<file path="config.mk">
export PLATFORM = sky130hd
export DESIGN_NAME = segment_ring_byte_reader_top
export DESIGN_NICKNAME = d
export VERILOG_FILES = /design/src/sv/srbr_pkg.sv /design/src/sv/srbr_ram.sv /design/src/sv/srbr_regs.sv /design/src/sv/srbr_ctrl.sv /design/src/sv/srbr_datapath.sv /design/src/sv/segment_ring_byte_reader_top.sv
export SDC_FILE = /design/constraint.sdc
export NUM_CORES = 2
export LEC_CHECK = 0
export ABC_AREA = 1
export BUFFER_PORTS_ARGS = -buffer_cell sky130_fd_sc_hd__clkbuf_2
export CAP_MARGIN = 20
export CORE_AREA = 5 5 392 394
export DETAILED_ROUTE_END_ITERATION = 12
export DIE_AREA = 0 0 397 399
export GPL_ROUTABILITY_DRIVEN = 0
export SLEW_MARGIN = 30
export SYNTH_ARGS = -nofsm -noshare
export SYNTH_HDL_FRONTEND = slang
export SYNTH_SLANG_ARGS = --single-unit
</file>
<file path="constraint.sdc">
create_clock -name clk -period 10.26 [get_ports clk]
set_input_delay 0.513 -clock clk [delete_from_list [all_inputs] [get_ports clk]]
set_output_delay 0.513 -clock clk [all_outputs]
set_load 0.1 [all_outputs]
</file>
<file path="src/sv/srbr_pkg.sv">
// Shared constants, types and helpers for the segment ring byte reader.
// No dependencies; imported by every module of the block but srbr_ram.
`timescale 1ns / 1ps
`default_nettype none

package srbr_pkg;

	localparam int DEPTH        = 16;
	localparam int HANDLE_WIDTH = 16;
	localparam int PIECE_LIMIT  = 16;

	localparam int IDX_W   = $clog2(DEPTH);
	localparam int CNT_W   = $clog2(DEPTH + 1);
	localparam int N_W     = $clog2(PIECE_LIMIT + 1);
	localparam int BYTES_W = 20;
	localparam int LEN_W   = 16;
	localparam int LG_W    = 3;
	localparam int LG_RESET = 4;

	// request modes
	localparam logic [1:0] MODE_PUSH  = 2'd0;
	localparam logic [1:0] MODE_READ  = 2'd1;
	localparam logic [1:0] MODE_PEEK  = 2'd2;
	localparam logic [1:0] MODE_DRAIN = 2'd3;

	// result status
	localparam logic [1:0] ST_OK    = 2'd0;
	localparam logic [1:0] ST_FULL  = 2'd1;
	localparam logic [1:0] ST_EMPTY = 2'd2;

	// register index (byte address bit 2)
	localparam logic REG_RING_SIZE_LOG2 = 1'b0;

	typedef struct packed {
		logic [HANDLE_WIDTH-1:0] handle;
		logic [LEN_W-1:0]        remaining;
		logic [LEN_W-1:0]        trim;
	} slot_t;

	localparam int SLOT_W = $bits(slot_t);

	typedef struct packed {
		logic accept;
		logic walk_a;   // counting pass of a read
		logic walk_b;   // emitting pass of a read, or a peek
	} dp_cmd_t;

	typedef struct packed {
		logic walk_req;
		logic peek_req;
		logic walk_last;
	} dp_stat_t;

	// slots in use: 2^lg, capped at DEPTH
	function automatic logic [CNT_W-1:0] ring_cap(input logic [LG_W-1:0] lg);
		int c;
		c = 1 << lg;
		if (c > DEPTH)
			c = DEPTH;
		return CNT_W'(c);
	endfunction

	function automatic logic [IDX_W-1:0] next_idx(input logic [IDX_W-1:0] i,
			input logic [CNT_W-1:0] cap);
		logic [CNT_W:0] inc;
		inc = {1'b0, CNT_W'(i)} + 1'b1;
		return (inc >= {1'b0, cap}) ? '0 : IDX_W'(inc);
	endfunction

endpackage

`default_nettype wire

</file>
<file path="src/sv/srbr_ram.sv">
// Generic single-write, single-read RAM with registered read data.
// No dependencies.
`timescale 1ns / 1ps
`default_nettype none

module srbr_ram #(
	parameter int WIDTH = 8,
	parameter int DEPTH = 16
) (
	input  wire logic                     clk,
	input  wire logic                     we,
	input  wire logic [$clog2(DEPTH)-1:0] waddr,
	input  wire logic [WIDTH-1:0]         wdata,
	input  wire logic [$clog2(DEPTH)-1:0] raddr,
	output logic      [WIDTH-1:0]         rdata
);

	logic [WIDTH-1:0] mem_q [DEPTH];

	always_ff @(posedge clk) begin
		if (we)
			mem_q[waddr] <= wdata;
		rdata <= mem_q[raddr];
	end

endmodule

`default_nettype wire

</file>
<file path="src/sv/srbr_regs.sv">
// APB-style register file: ring_size_log2 at byte address 0.
// Depends on srbr_pkg.
`timescale 1ns / 1ps
`default_nettype none

module srbr_regs
	import srbr_pkg::*;
(
	input  wire logic            clk,
	input  wire logic            arst_n,
	input  wire logic            psel,
	input  wire logic            penable,
	input  wire logic            pwrite,
	input  wire logic [2:0]      paddr,
	input  wire logic [31:0]     pwdata,
	output logic      [31:0]     prdata,
	output logic                 pready,
	output logic      [LG_W-1:0] ring_lg,
	output logic                 ring_wr
);

	logic [LG_W-1:0] lg_q;
	logic            sel_lg;

	assign sel_lg  = (paddr[2] == REG_RING_SIZE_LOG2);
	assign pready  = 1'b1;
	assign ring_wr = psel && penable && pwrite && sel_lg;
	assign ring_lg = lg_q;
	assign prdata  = sel_lg ? {{(32 - LG_W){1'b0}}, lg_q} : '0;

	always_ff @(posedge clk or negedge arst_n) begin
		if (!arst_n) begin
			lg_q <= LG_W'(LG_RESET);
		end else if (ring_wr) begin
			lg_q <= pwdata[LG_W-1:0];
		end
	end

endmodule

`default_nettype wire

</file>
<file path="src/sv/srbr_ctrl.sv">
// Controller: idle, counting pass and emitting pass of a read or peek walk.
// Depends on srbr_pkg.
`timescale 1ns / 1ps
`default_nettype none

module srbr_ctrl
	import srbr_pkg::*;
(
	input  wire logic     clk,
	input  wire logic     arst_n,
	input  wire logic     start,
	input  wire dp_stat_t stat,
	output dp_cmd_t       cmd,
	output logic          busy
);

	localparam logic [1:0] S_IDLE   = 2'd0;
	localparam logic [1:0] S_WALK_A = 2'd1;
	localparam logic [1:0] S_WALK_B = 2'd2;

	logic [1:0] state_q;
	logic [1:0] state_d;

	assign busy = (state_q != S_IDLE);

	always_comb begin
		cmd.accept = start && (state_q == S_IDLE);
		cmd.walk_a = (state_q == S_WALK_A);
		cmd.walk_b = (state_q == S_WALK_B);
		state_d    = state_q;
		unique case (state_q)
			S_IDLE: begin
				if (start && stat.walk_req)
					state_d = stat.peek_req ? S_WALK_B : S_WALK_A;
			end
			S_WALK_A: begin
				if (stat.walk_last)
					state_d = S_WALK_B;
			end
			S_WALK_B: begin
				if (stat.walk_last)
					state_d = S_IDLE;
			end
			default: begin
				state_d = S_IDLE;
			end
		endcase
	end

	always_ff @(posedge clk or negedge arst_n) begin
		if (!arst_n) begin
			state_q <= S_IDLE;
		end else begin
			state_q <= state_d;
		end
	end

endmodule

`default_nettype wire

</file>
<file path="src/sv/srbr_datapath.sv">
// Datapath: ring pointers, byte count, slot walk and result registers.
// Depends on srbr_pkg and srbr_ram.
`timescale 1ns / 1ps
`default_nettype none

module srbr_datapath
	import srbr_pkg::*;
(
	input  wire logic               clk,
	input  wire logic               arst_n,
	input  wire dp_cmd_t            cmd,
	output dp_stat_t                stat,
	input  wire logic [LG_W-1:0]    ring_lg,
	input  wire logic               ring_wr,
	input  wire logic [1:0]         mode,
	input  wire logic [15:0]        segment_handle,
	input  wire logic [15:0]        segment_length,
	input  wire logic [19:0]        request_bytes,
	output logic                    result_strobe,
	output logic      [1:0]         status,
	output logic      [15:0]        piece_handle,
	output logic      [15:0]        piece_offset,
	output logic      [15:0]        piece_length,
	output logic                    release_res,
	output logic                    last_piece,
	output logic      [4:0]         free_slots,
	output logic      [19:0]        available_bytes
);

	// ring state
	logic [IDX_W-1:0]   head_q, tail_q;
	logic [CNT_W-1:0]   count_q;
	logic [BYTES_W-1:0] bytes_q;

	// walk state
	logic [IDX_W-1:0]   idx_q;
	logic [BYTES_W-1:0] want_q, want_init_q, taken_q;
	logic [CNT_W-1:0]   walked_q;
	logic [N_W-1:0]     n_q;
	logic               peek_q;
	logic [CNT_W-1:0]   fin_free_q;
	logic [BYTES_W-1:0] fin_avail_q;

	// result registers
	logic               strobe_q;
	logic [1:0]         status_q;
	logic [15:0]        handle_q, offset_q, length_q;
	logic               release_q, last_q;
	logic [4:0]         free_q;
	logic [19:0]        avail_q;

	// combinational
	logic [CNT_W-1:0]   cap;
	logic [BYTES_W-1:0] want0;
	logic               full;
	slot_t              rd, wr;
	logic [SLOT_W-1:0]  ram_rdata;
	logic [LEN_W-1:0]   sz;
	logic               whole;
	logic [BYTES_W-1:0] want_n, taken_n;
	logic [CNT_W-1:0]   walked_n;
	logic [N_W-1:0]     n_n;
	logic [IDX_W-1:0]   idx_n, raddr, waddr;
	logic               walking, last, push_ok, trim_wr;
	logic [HANDLE_WIDTH-1:0]    in_handle;
	logic [HANDLE_WIDTH+15:0]   hnd_in_ext;
	logic [HANDLE_WIDTH+15:0]   hnd_out_ext;

	assign cap        = ring_cap(ring_lg);
	assign full       = (count_q >= cap);
	assign want0      = (request_bytes > bytes_q) ? bytes_q : request_bytes;
	assign hnd_in_ext = {{HANDLE_WIDTH{1'b0}}, segment_handle};
	assign in_handle  = hnd_in_ext[HANDLE_WIDTH-1:0];

	assign rd          = slot_t'(ram_rdata);
	assign hnd_out_ext = {16'b0, rd.handle};

	always_comb begin
		sz       = (want_q < {{(BYTES_W - LEN_W){1'b0}}, rd.remaining})
			? want_q[LEN_W-1:0] : rd.remaining;
		whole    = (sz == rd.remaining);
		want_n   = want_q - {{(BYTES_W - LEN_W){1'b0}}, sz};
		taken_n  = taken_q + {{(BYTES_W - LEN_W){1'b0}}, sz};
		walked_n = walked_q + {{(CNT_W - 1){1'b0}}, whole};
		n_n      = n_q + 1'b1;
		idx_n    = whole ? next_idx(idx_q, cap) : idx_q;
		last     = !(whole && (want_n != '0) && (walked_n < count_q)
			&& (n_n < N_W'(PIECE_LIMIT)));
		walking  = cmd.walk_a || cmd.walk_b;
		// idle: keep the head prefetched; walking: fetch the next slot
		raddr    = (walking && !last) ? idx_n : head_q;
		push_ok  = cmd.accept && (mode == MODE_PUSH) && !full;
		trim_wr  = cmd.walk_b && last && !peek_q && !whole;
		waddr    = push_ok ? tail_q : idx_q;
		if (push_ok) begin
			wr.handle    = in_handle;
			wr.remaining = segment_length;
			wr.trim      = '0;
		end else begin
			wr.handle    = rd.handle;
			wr.remaining = rd.remaining - sz;
			wr.trim      = rd.trim + sz;
		end
	end

	assign stat = '{
		walk_req:  ((mode == MODE_READ) || (mode == MODE_PEEK)) && (want0 != '0),
		peek_req:  (mode == MODE_PEEK),
		walk_last: last
	};

	srbr_ram #(
		.WIDTH (SLOT_W),
		.DEPTH (DEPTH)
	) u_slots (
		.clk   (clk),
		.we    (push_ok || trim_wr),
		.waddr (waddr),
		.wdata (wr),
		.raddr (raddr),
		.rdata (ram_rdata)
	);

	// ring state
	always_ff @(posedge clk or negedge arst_n) begin
		if (!arst_n) begin
			head_q  <= '0;
			tail_q  <= '0;
			count_q <= '0;
			bytes_q <= '0;
		end else if (ring_wr) begin
			head_q  <= '0;
			tail_q  <= '0;
			count_q <= '0;
			bytes_q <= '0;
		end else if (push_ok) begin
			tail_q  <= next_idx(tail_q, cap);
			count_q <= count_q + 1'b1;
			bytes_q <= bytes_q + {{(BYTES_W - LEN_W){1'b0}}, segment_length};
		end else if (cmd.accept && (mode == MODE_DRAIN)) begin
			head_q  <= tail_q;
			count_q <= '0;
			bytes_q <= '0;
		end else if (cmd.walk_b && last && !peek_q) begin
			head_q  <= idx_n;
			count_q <= count_q - walked_n;
			bytes_q <= bytes_q - taken_n;
		end
	end

	// walk registers
	always_ff @(posedge clk or negedge arst_n) begin
		if (!arst_n) begin
			peek_q      <= 1'b0;
			idx_q       <= '0;
			want_q      <= '0;
			want_init_q <= '0;
			taken_q     <= '0;
			walked_q    <= '0;
			n_q         <= '0;
			fin_free_q  <= '0;
			fin_avail_q <= '0;
		end else if (cmd.accept) begin
			peek_q      <= (mode == MODE_PEEK);
			idx_q       <= head_q;
			want_q      <= want0;
			want_init_q <= want0;
			taken_q     <= '0;
			walked_q    <= '0;
			n_q         <= '0;
			fin_free_q  <= cap - count_q;
			fin_avail_q <= bytes_q;
		end else if (cmd.walk_a && last) begin
			// end of counting pass: rewind for the emitting pass
			fin_free_q  <= cap - (count_q - walked_n);
			fin_avail_q <= bytes_q - taken_n;
			idx_q       <= head_q;
			want_q      <= want_init_q;
			taken_q     <= '0;
			walked_q    <= '0;
			n_q         <= '0;
		end else if (walking) begin
			idx_q    <= idx_n;
			want_q   <= want_n;
			taken_q  <= taken_n;
			walked_q <= walked_n;
			n_q      <= n_n;
		end
	end

	// result registers
	always_ff @(posedge clk or negedge arst_n) begin
		if (!arst_n) begin
			strobe_q  <= 1'b0;
			status_q  <= ST_OK;
			handle_q  <= '0;
			offset_q  <= '0;
			length_q  <= '0;
			release_q <= 1'b0;
			last_q    <= 1'b0;
			free_q    <= '0;
			avail_q   <= '0;
		end else begin
			strobe_q <= 1'b0;
			if (cmd.accept && !stat.walk_req) begin
				strobe_q  <= 1'b1;
				handle_q  <= '0;
				offset_q  <= '0;
				length_q  <= '0;
				release_q <= 1'b0;
				last_q    <= 1'b1;
				unique case (mode)
					MODE_PUSH: begin
						status_q <= full ? ST_FULL : ST_OK;
						free_q   <= full ? 5'(cap - count_q) : 5'(cap - count_q - 1'b1);
						avail_q  <= full ? bytes_q
							: bytes_q + {{(BYTES_W - LEN_W){1'b0}}, segment_length};
					end
					MODE_DRAIN: begin
						status_q <= ST_OK;
						free_q   <= 5'(cap);
						avail_q  <= '0;
					end
					default: begin
						status_q <= ST_EMPTY;
						free_q   <= 5'(cap - count_q);
						avail_q  <= bytes_q;
					end
				endcase
			end else if (cmd.walk_b) begin
				strobe_q  <= 1'b1;
				status_q  <= ST_OK;
				handle_q  <= hnd_out_ext[15:0];
				offset_q  <= rd.trim;
				length_q  <= sz;
				release_q <= !peek_q && whole;
				last_q    <= last;
				free_q    <= 5'(fin_free_q);
				avail_q   <= fin_avail_q;
			end
		end
	end

	assign result_strobe   = strobe_q;
	assign status          = status_q;
	assign piece_handle    = handle_q;
	assign piece_offset    = offset_q;
	assign piece_length    = length_q;
	assign release_res     = release_q;
	assign last_piece      = last_q;
	assign free_slots      = free_q;
	assign available_bytes = avail_q;

endmodule

`default_nettype wire

</file>
<file path="src/sv/segment_ring_byte_reader_top.sv">
// Top level of the segment ring byte reader: register file, controller, datapath.
// Depends on srbr_pkg, srbr_regs, srbr_ctrl, srbr_datapath (and srbr_ram below it).
//
// Usage:
//  - Requests: drive mode and its fields with start high; a request is taken
//    at a rising edge where start is high and busy is low.
//  - Push (0) stores a segment descriptor, or is rejected when the ring is full.
//    Drain (3) drops every pending segment. Both give one result.
//  - Read (1) and peek (2) walk the ring from the head and give one result per
//    segment touched (at most 16), last_piece marking the final one. A read
//    that finds nothing to take gives one result with status 2.
//  - Results appear on the result ports for one cycle with result_strobe high.
//    The receiver cannot stall: every result must be taken as it comes.
//  - Latency: push, drain and empty reads give their result in the cycle after
//    the request, and busy never rises; a new request may follow at once.
//  - Peek of n pieces: the request moves the controller state register into the
//    emitting pass, which gives the pieces one per cycle through the result
//    registers; the last shows in the cycle busy falls. Read of n pieces: a
//    counting pass walks the slots to learn the final free and byte counts that
//    every piece carries, then the emitting pass gives the n pieces one per cycle.
//    The walk rate is set by the single read port of the slot RAM.
//  - Configuration: ring_size_log2 at address 0; a write empties the ring.
//    Write it only while busy is low and no result is pending.
//  - Reset: ring empty, ring_size_log2 = 4, no result pending. Slot RAM has no
//    reset; only slots that were pushed are ever read.
`timescale 1ns / 1ps
`default_nettype none

module segment_ring_byte_reader_top
	import srbr_pkg::*;
(
	input  wire logic        clk,
	input  wire logic        arst_n,
	// request channel
	input  wire logic        start,
	output logic             busy,
	input  wire logic [1:0]  mode,
	input  wire logic [15:0] segment_handle,
	input  wire logic [15:0] segment_length,
	input  wire logic [19:0] request_bytes,
	// result channel
	output logic             result_strobe,
	output logic      [1:0]  status,
	output logic      [15:0] piece_handle,
	output logic      [15:0] piece_offset,
	output logic      [15:0] piece_length,
	output logic             release_res,
	output logic             last_piece,
	output logic      [4:0]  free_slots,
	output logic      [19:0] available_bytes,
	// configuration port
	input  wire logic        psel,
	input  wire logic        penable,
	input  wire logic        pwrite,
	input  wire logic [2:0]  paddr,
	input  wire logic [31:0] pwdata,
	output logic      [31:0] prdata,
	output logic             pready
);

	logic [LG_W-1:0] ring_lg;
	logic            ring_wr;
	dp_cmd_t         cmd;
	dp_stat_t        stat;

	srbr_regs u_regs (
		.clk     (clk),
		.arst_n  (arst_n),
		.psel    (psel),
		.penable (penable),
		.pwrite  (pwrite),
		.paddr   (paddr),
		.pwdata  (pwdata),
		.prdata  (prdata),
		.pready  (pready),
		.ring_lg (ring_lg),
		.ring_wr (ring_wr)
	);

	// sequencing of the two walk passes
	srbr_ctrl u_ctrl (
		.clk    (clk),
		.arst_n (arst_n),
		.start  (start),
		.stat   (stat),
		.cmd    (cmd),
		.busy   (busy)
	);

	// pointers, byte count, slot RAM and result registers
	srbr_datapath u_dp (
		.clk             (clk),
		.arst_n          (arst_n),
		.cmd             (cmd),
		.stat            (stat),
		.ring_lg         (ring_lg),
		.ring_wr         (ring_wr),
		.mode            (mode),
		.segment_handle  (segment_handle),
		.segment_length  (segment_length),
		.request_bytes   (request_bytes),
		.result_strobe   (result_strobe),
		.status          (status),
		.piece_handle    (piece_handle),
		.piece_offset    (piece_offset),
		.piece_length    (piece_length),
		.release_res     (release_res),
		.last_piece      (last_piece),
		.free_slots      (free_slots),
		.available_bytes (available_bytes)
	);

	// a walk ends only with its final piece
	a_busy_ends_on_last: assert property (@(posedge clk) disable iff (!arst_n)
		$fell(busy) |-> (result_strobe && last_piece))
		else $error("busy dropped without a final piece");

	// a non-final piece means the walk is still running
	a_mid_piece_busy: assert property (@(posedge clk) disable iff (!arst_n)
		(result_strobe && !last_piece) |-> busy)
		else $error("non-final piece outside a walk");

	// error results are always single
	a_error_single: assert property (@(posedge clk) disable iff (!arst_n)
		(result_strobe && (status != ST_OK)) |-> last_piece)
		else $error("error result not marked last");

	// release only on successful read pieces
	a_release_ok: assert property (@(posedge clk) disable iff (!arst_n)
		(result_strobe && release_res) |-> (status == ST_OK))
		else $error("release on a failed result");

endmodule

`default_nettype wire

</file>
# After elaboration in Yosys (flattened, before gate mapping)
# Memories as Yosys holds them, arrays and structs flattened. A register that Yosys moved wholly into a read port is not among the register bits.
# Cells that the tools add are included.
# word_totals
ff_bits	216
ramBits	768
inputBits	95
out_inout_bits	112
elab_cells	174
mem_count	1
# op_classes
n_addsub	15
n_lt_le_gt_ge	8
eq_ne	10
shifts	1
mux	74
n_bitwise	1
n_reduce_logical	40
# mem_list
memory	words	width	read_ports	rd_ports_with_merged_regs	write_ports	line	rtl
u_dp.u_slots.mem_q	16	48	1	1	1	srbr_ram.sv:18	logic [WIDTH-1:0] mem_q [DEPTH];
# op_table
cell	count
$mux 20	16
$mux 16	7
$mux 5	16
$mux 4	14
$mux 48	1
$add 20x16->20	2
$pmux 20 s2	1
$reduce_bool 20->1	2
$gt 32x6->1 const B	1
$shl 1x3->32 const A	1
$gt 20x20->1	1
$lt 20x16->1	1
$sub 20x16->20	1
$sub 20x20->20	1
$logic_and 1x1->1	19
$add 16x16->16	1
$eq 16x16->1	1
$sub 16x16->16	1
$sub 5x5->5	3
$ge 6x5->1	2
$mux 2	6
$add 4x1->5 const B	2
$add 5x1->5 const B	2
$pmux 5 s2	1
21 further kinds	46

# Depth between registers and ports, before layout
# logic_depth
word_depth	14
depth_mapped	43

# Cells and area by module
# Synthesis repeated with hierarchy kept, for this count alone.
# hier_totals
cells_unflattened	6040
hier_area_um2	53052.1
# modules_own_cells
mod	n_inst	cells_per_inst	area_per_inst_um2
srbr_ram	1	3165	33988.8
srbr_datapath	1	2797	18524.0
srbr_regs	1	56	396.6
srbr_ctrl	1	22	142.6

# Least setup slack after synthesis
# Ideal clock, no wire load.
# synth_path
path_kind	reg2reg
from	register u_dp.want_q[15]
to	memory u_dp.u_slots.mem_q[0][0] in the netlist's numbering, enable pin
setup_ns	0.454
arrival_time_ns	6.940
t_required_ns	9.806
setup_slack_ns	2.866
path_stages_with_launch	31
cell_sequence	dfrtp_1 > ha_1 > a21o_1 > nor3_2 > nand3_2 > clkbuf_1 > o21ai_0 > ha_1 > nand2_1 > nor4_1 > nand3_1 > inv_1 > ha_1 > ha_1 > inv_1 > ha_1 > nand2_1 > nand2_1 > a21oi_1 > nor2_1 > nor2_1 > nor2_1 > o221ai_1 > nor2_4 > nand2_1 > inv_1 > nor2_1 > nand2_1 > o21ai_1 > nand3_1 > nor2_1
# synth_between
elab_chain_cells	14
elab_cells_between_ends	18
classes_between	add/sub: 2; order compare: 2; eq/ne: 1; mux: 3; reduce/logical: 10
# synth_rtl
element	line	rtl
from (decl)	srbr_datapath.sv:37	logic [BYTES_W-1:0] want_q, want_init_q, taken_q;
from (signal assigned)	srbr_datapath.sv:166	want_q <= want0;
from (signal assigned)	srbr_datapath.sv:178	want_q <= want_init_q;
from (signal assigned)	srbr_datapath.sv:184	want_q <= want_n;
$lt 20x16->1	srbr_datapath.sv:79	sz = (want_q < {{(BYTES_W - LEN_W){1'b0}}, rd.remaining})
$mux 16	srbr_datapath.sv:80	? want_q[LEN_W-1:0] : rd.remaining;
$eq 16x16->1 or $sub 20x16->20 (tied branches)	srbr_datapath.sv:81, srbr_datapath.sv:82	
$add 5x1->5 or $reduce_bool 20->1 (tied branches)	srbr_datapath.sv:84, srbr_datapath.sv:87	
$lt 5x5->1 or $logic_and 1x1->1 (tied branches)	srbr_datapath.sv:87	last = !(whole && (want_n != '0) && (walked_n < count_q)
$logic_and 1x1->1	srbr_datapath.sv:87	
$logic_and 1x1->1	srbr_datapath.sv:88	&& (n_n < N_W'(PIECE_LIMIT)));
$logic_not 1->1	srbr_datapath.sv:87	
$logic_and 1x1->1 (2 in a row)	srbr_datapath.sv:93	trim_wr = cmd.walk_b && last && !peek_q && !whole;
$logic_and 1x1->1 *	srbr_datapath.sv:93	
$logic_or 1x1->1 *	srbr_datapath.sv:117	.we (push_ok || trim_wr),
$mux 1 *	srbr_ram.sv:21	if (we)
$mux 1 (not written as such) *	srbr_ram.sv:22	mem_q[waddr] <= wdata;
to (decl)	srbr_ram.sv:18	
# Mark *: on every way between the ends. The rest lies on a longest branch, timed or not.

# Worst setup path in the final report
# layout_path
from	register u_dp.want_q[15]
to	memory u_dp.u_slots.mem_q[13][30] in the netlist's numbering, enable pin
# Same word-level chain as after synthesis.

==> metrics.md <==
| Metric | Value |
|---|---|
| CP peak stage delay | `0.92 ns` |
| Unique masters post-synth | `62` |
| Commonest cells after routing, fill and taps aside | `nand2_1 (1,490), nand3_1 (960), edfxtp_1 (768)` |
| Max frequency | `119 MHz` |
| Post-synth top flop | `edfxtp_1` |
| DRT Pass-1 Iters | `5` |
| Postcts setup bufs | `0` |
| Pin count of the biggest net entering global routing | `161` |
| Vias per cell | `5.14` |
| Syn_area_per_cell | `9.34 um2` |
| Max_slew headroom | `33.2%` |
| FF+latch count, synth | `1,032` |
| Met1 GRT Util | `25.4%` |
| Setup Skew | `0.0494 ns` |
| Vias in the first global route | `37,600` |
| Final Hold Vio Count | `0` |
| Crit path kind | `register to register` |
| Grt ovf | `0` |
| NumNets Final | `5,913` |
| Clock Latency Late Sink | `0.73 ns` |
| H-tree levels | `3` |
| FILL cells | `14,600` |
| Die W | `397 um` |
| Initial core utilization | `34.8%` |
| Max cap viols | `0` |
| Initial antenna violation count | `3` |
| CTS tree | `done` |
| Multiplexer share of the synthesized area | `0%` |
| GR Util met2 | `30.3%` |
| Synth Cell Area | `52,000 um2` |
| Layout cells sized above 1 | `9.04%` |
| YS warnings | `0` |
| Vias | `39,900` |
| Worst Max-Slew Pin Slew | `1.00 ns` |
| Die ar. | `158,000 um2` |
| Drt first-iter violations | `3,923` |
| Crit path time final | `8.38 ns` |
| Final WL | `155,000 um` |
| # IOs | `207` |
| Pins Over Slew Limit | `0` |
| Met3 Resource Use GR | `3.09%` |
| Xor and xnor area share after synthesis | `1.57%` |
| Post-synth EDFFs | `768` |
| Clock root cell | `clkbuf_16` |
| Slowest CP cell | `o21ai_0` |
| CTS Sinks | `1,032` |
| Most common cell after layout, fill and taps aside | `nand2_1` |
| Synth Instances | `5,571` |
| CP bufs+invs | `4` |
| CP Data Arrival Time | `8.73 ns` |
| Cell family with most CP delay | `simple AND/OR/NAND/NOR gates` |
| Drt wl/cell | `20.0 um` |
| Max Fanout on Critical Path | `32` |
| Seq/Total Area, Yosys | `56.6%` |
| Synthesized-area fraction occupied by adder cells | `4.41%` |
| Status | `completed` |
| Post-synth ARST share | `20.9%` |
| Core Box Area | `149,000 um2` |
| Crit start category | `register` |
| Flop-to-flop setup slack | `1.88 ns` |
| Clock transition at path regs | `0.07 ns` |
| Die Span Y | `399 um` |
| Compound-gate portion of the synthesized area | `6.16%` |
| Clock buffer depth | `3` |
| RSZ-0062 raised after global routing | `false` |
| Rows | `142` |
| Final ANT Viol Nets | `0` |
| Port Buffer Count | `145` |
| Global-route wire length before repair | `232,000 um` |
| Largest family of logic cells by synthesized area | `simple AND/OR/NAND/NOR gates` |
| TNS Setup | `0 ns` |
| CP required | `10.61 ns` |
| GRT Max-Usage Layer | `met2` |
| Simple logic cell fraction of the synthesized area | `23.9%` |
| Post-CTS Resized | `0` |
| Hold Path Class | `primary input to asynchronous set/reset pin` |
| DP Wirelength | `93,500 um` |
| GRT Util Overall | `19.1%` |
| Layout area overhead | `12.7%` |
| Fin crit share | `81.7%` |
| Number of buffers created by CTS | `107` |
| Final routed DRC violation total | `0` |
| Final setup vio count | `0` |
| Worst Setup End Kind | `register` |
-- state kept, by name, summed over array words and instances, names as in the netlist, 16 cells and up --
signal,flops
u_dp.taken_q,20
u_dp.piece_offset,16
u_dp.u_slots.mem_q,768
u_dp.fin_avail_q,20
u_dp.piece_handle,16
u_dp.u_slots.rdata,48
u_dp.piece_length,16
u_dp.bytes_q,20
u_dp.available_bytes,20
u_dp.want_init_q,20
u_dp.want_q,20
-- layout make-up --
cell class | instances | area [um2] | area share [%]
well taps | 2016 | 2520 | 4.30
clock buffers | 153 | 3090 | 5.28
multi-input cells | 3666 | 19100 | 32.6
diodes | 4 | 10.0 | 0.0171
clock inverters | 49 | 571 | 0.973
inverters | 582 | 2200 | 3.74
repair buffers | 251 | 1730 | 2.94
flip-flops and latches | 1032 | 29400 | 50.2
-- layer usage --
| metal | share of wire, % | vias up | wire, um |
|---|---|---|---|
| met5 | 0.0077 | - | 12 |
| met4 | 4.9 | 2 | 7640 |
| met3 | 6.7 | 306 | 10400 |
| met2 | 45 | 1419 | 70700 |
| met1 | 43 | 19200 | 66600 |
| li1 | - | 19000 | - |
-- worst register-to-register path, delay by kind of cell (launching register included) --
kind | cells | cell delay [ns]
buf+inv | 4 | 0.68
xor+xnor | 1 | 0.21
fa+ha+maj | 5 | 1.48
compound gates | 5 | 2.09
simple gates | 15 | 2.99
flops | 1 | 0.53
-- logic make-up (layout without fill, tap and decap cells) --
| kind of cell | count (synthesis) | count (layout) |
|---|---|---|
| simple gates | 2800 | 2800 |
| flops | 1032 | 1032 |
| buf+inv | 901 | 1035 |
| compound gates | 565 | 565 |
| fa+ha+maj | 178 | 178 |
| xor+xnor | 93 | 93 |
| other cells | 2 | 34 |
-- metrics by stage --
stage	hold WS, ns	std cells	util, %	setup slack (ns)	cell area, um2
CTS	0.187	7747	39.2	1.89	58500
global route	0.262	7749	39.2	1.35	58600
floorplan	0.217	5599	-	2.87	52100
detailed placement	0.445	7541	36.7	1.96	54800
global placement	0.438	7541	36.7	2.01	54800
finish	0.248	7753	39.2	1.88	58600
-- final timing paths --
check,from,endpoint,cells past startpoint
hold reg to reg,u_dp.u_slots.rdata[39],u_dp.piece_handle[7],2
setup / recovery,u_dp.want_q[15],u_dp.u_slots.mem_q[13][30],30
hold / removal,arst_n,u_dp.want_init_q[6],2
setup reg to reg,u_dp.want_q[15],u_dp.u_slots.mem_q[13][30],30
max in group asynchronous,arst_n,u_dp.fin_avail_q[0],4
min in group clk,start,u_ctrl.state_q[0],5
-- cell usage after synthesis, types with 28 or more instances --
cell         n  area share, %
buf_4       49           0.71
dfxtp_1     48            1.8
a21oi_1    191            1.8
nor2_1     151            1.1
o221ai_1    28           0.47
xor2_1      55           0.93
nand2_1   1492             11
buf_2      184            1.8
o21ai_0    199            1.9
dfrtp_1    215             10
ha_1       169            4.1
o21ai_1     29           0.28
inv_1      560            4.0
clkbuf_1    72           0.52
nand3_1    960            9.2
nand3b_1   100            1.4
xnor2_1     38           0.64
edfxtp_1   768             44
-- what timing repair did --
| item | in CTS | in global routing |
|---|---|---|
| endpoints found under the setup margin | 0 | 0 |
| endpoints found under the hold margin | 104 | 0 |
| hold buffers | 4 | 0 |
Power is not shown: default switching activity piles up to over one toggle a cycle in this logic, so the estimate is an artifact.
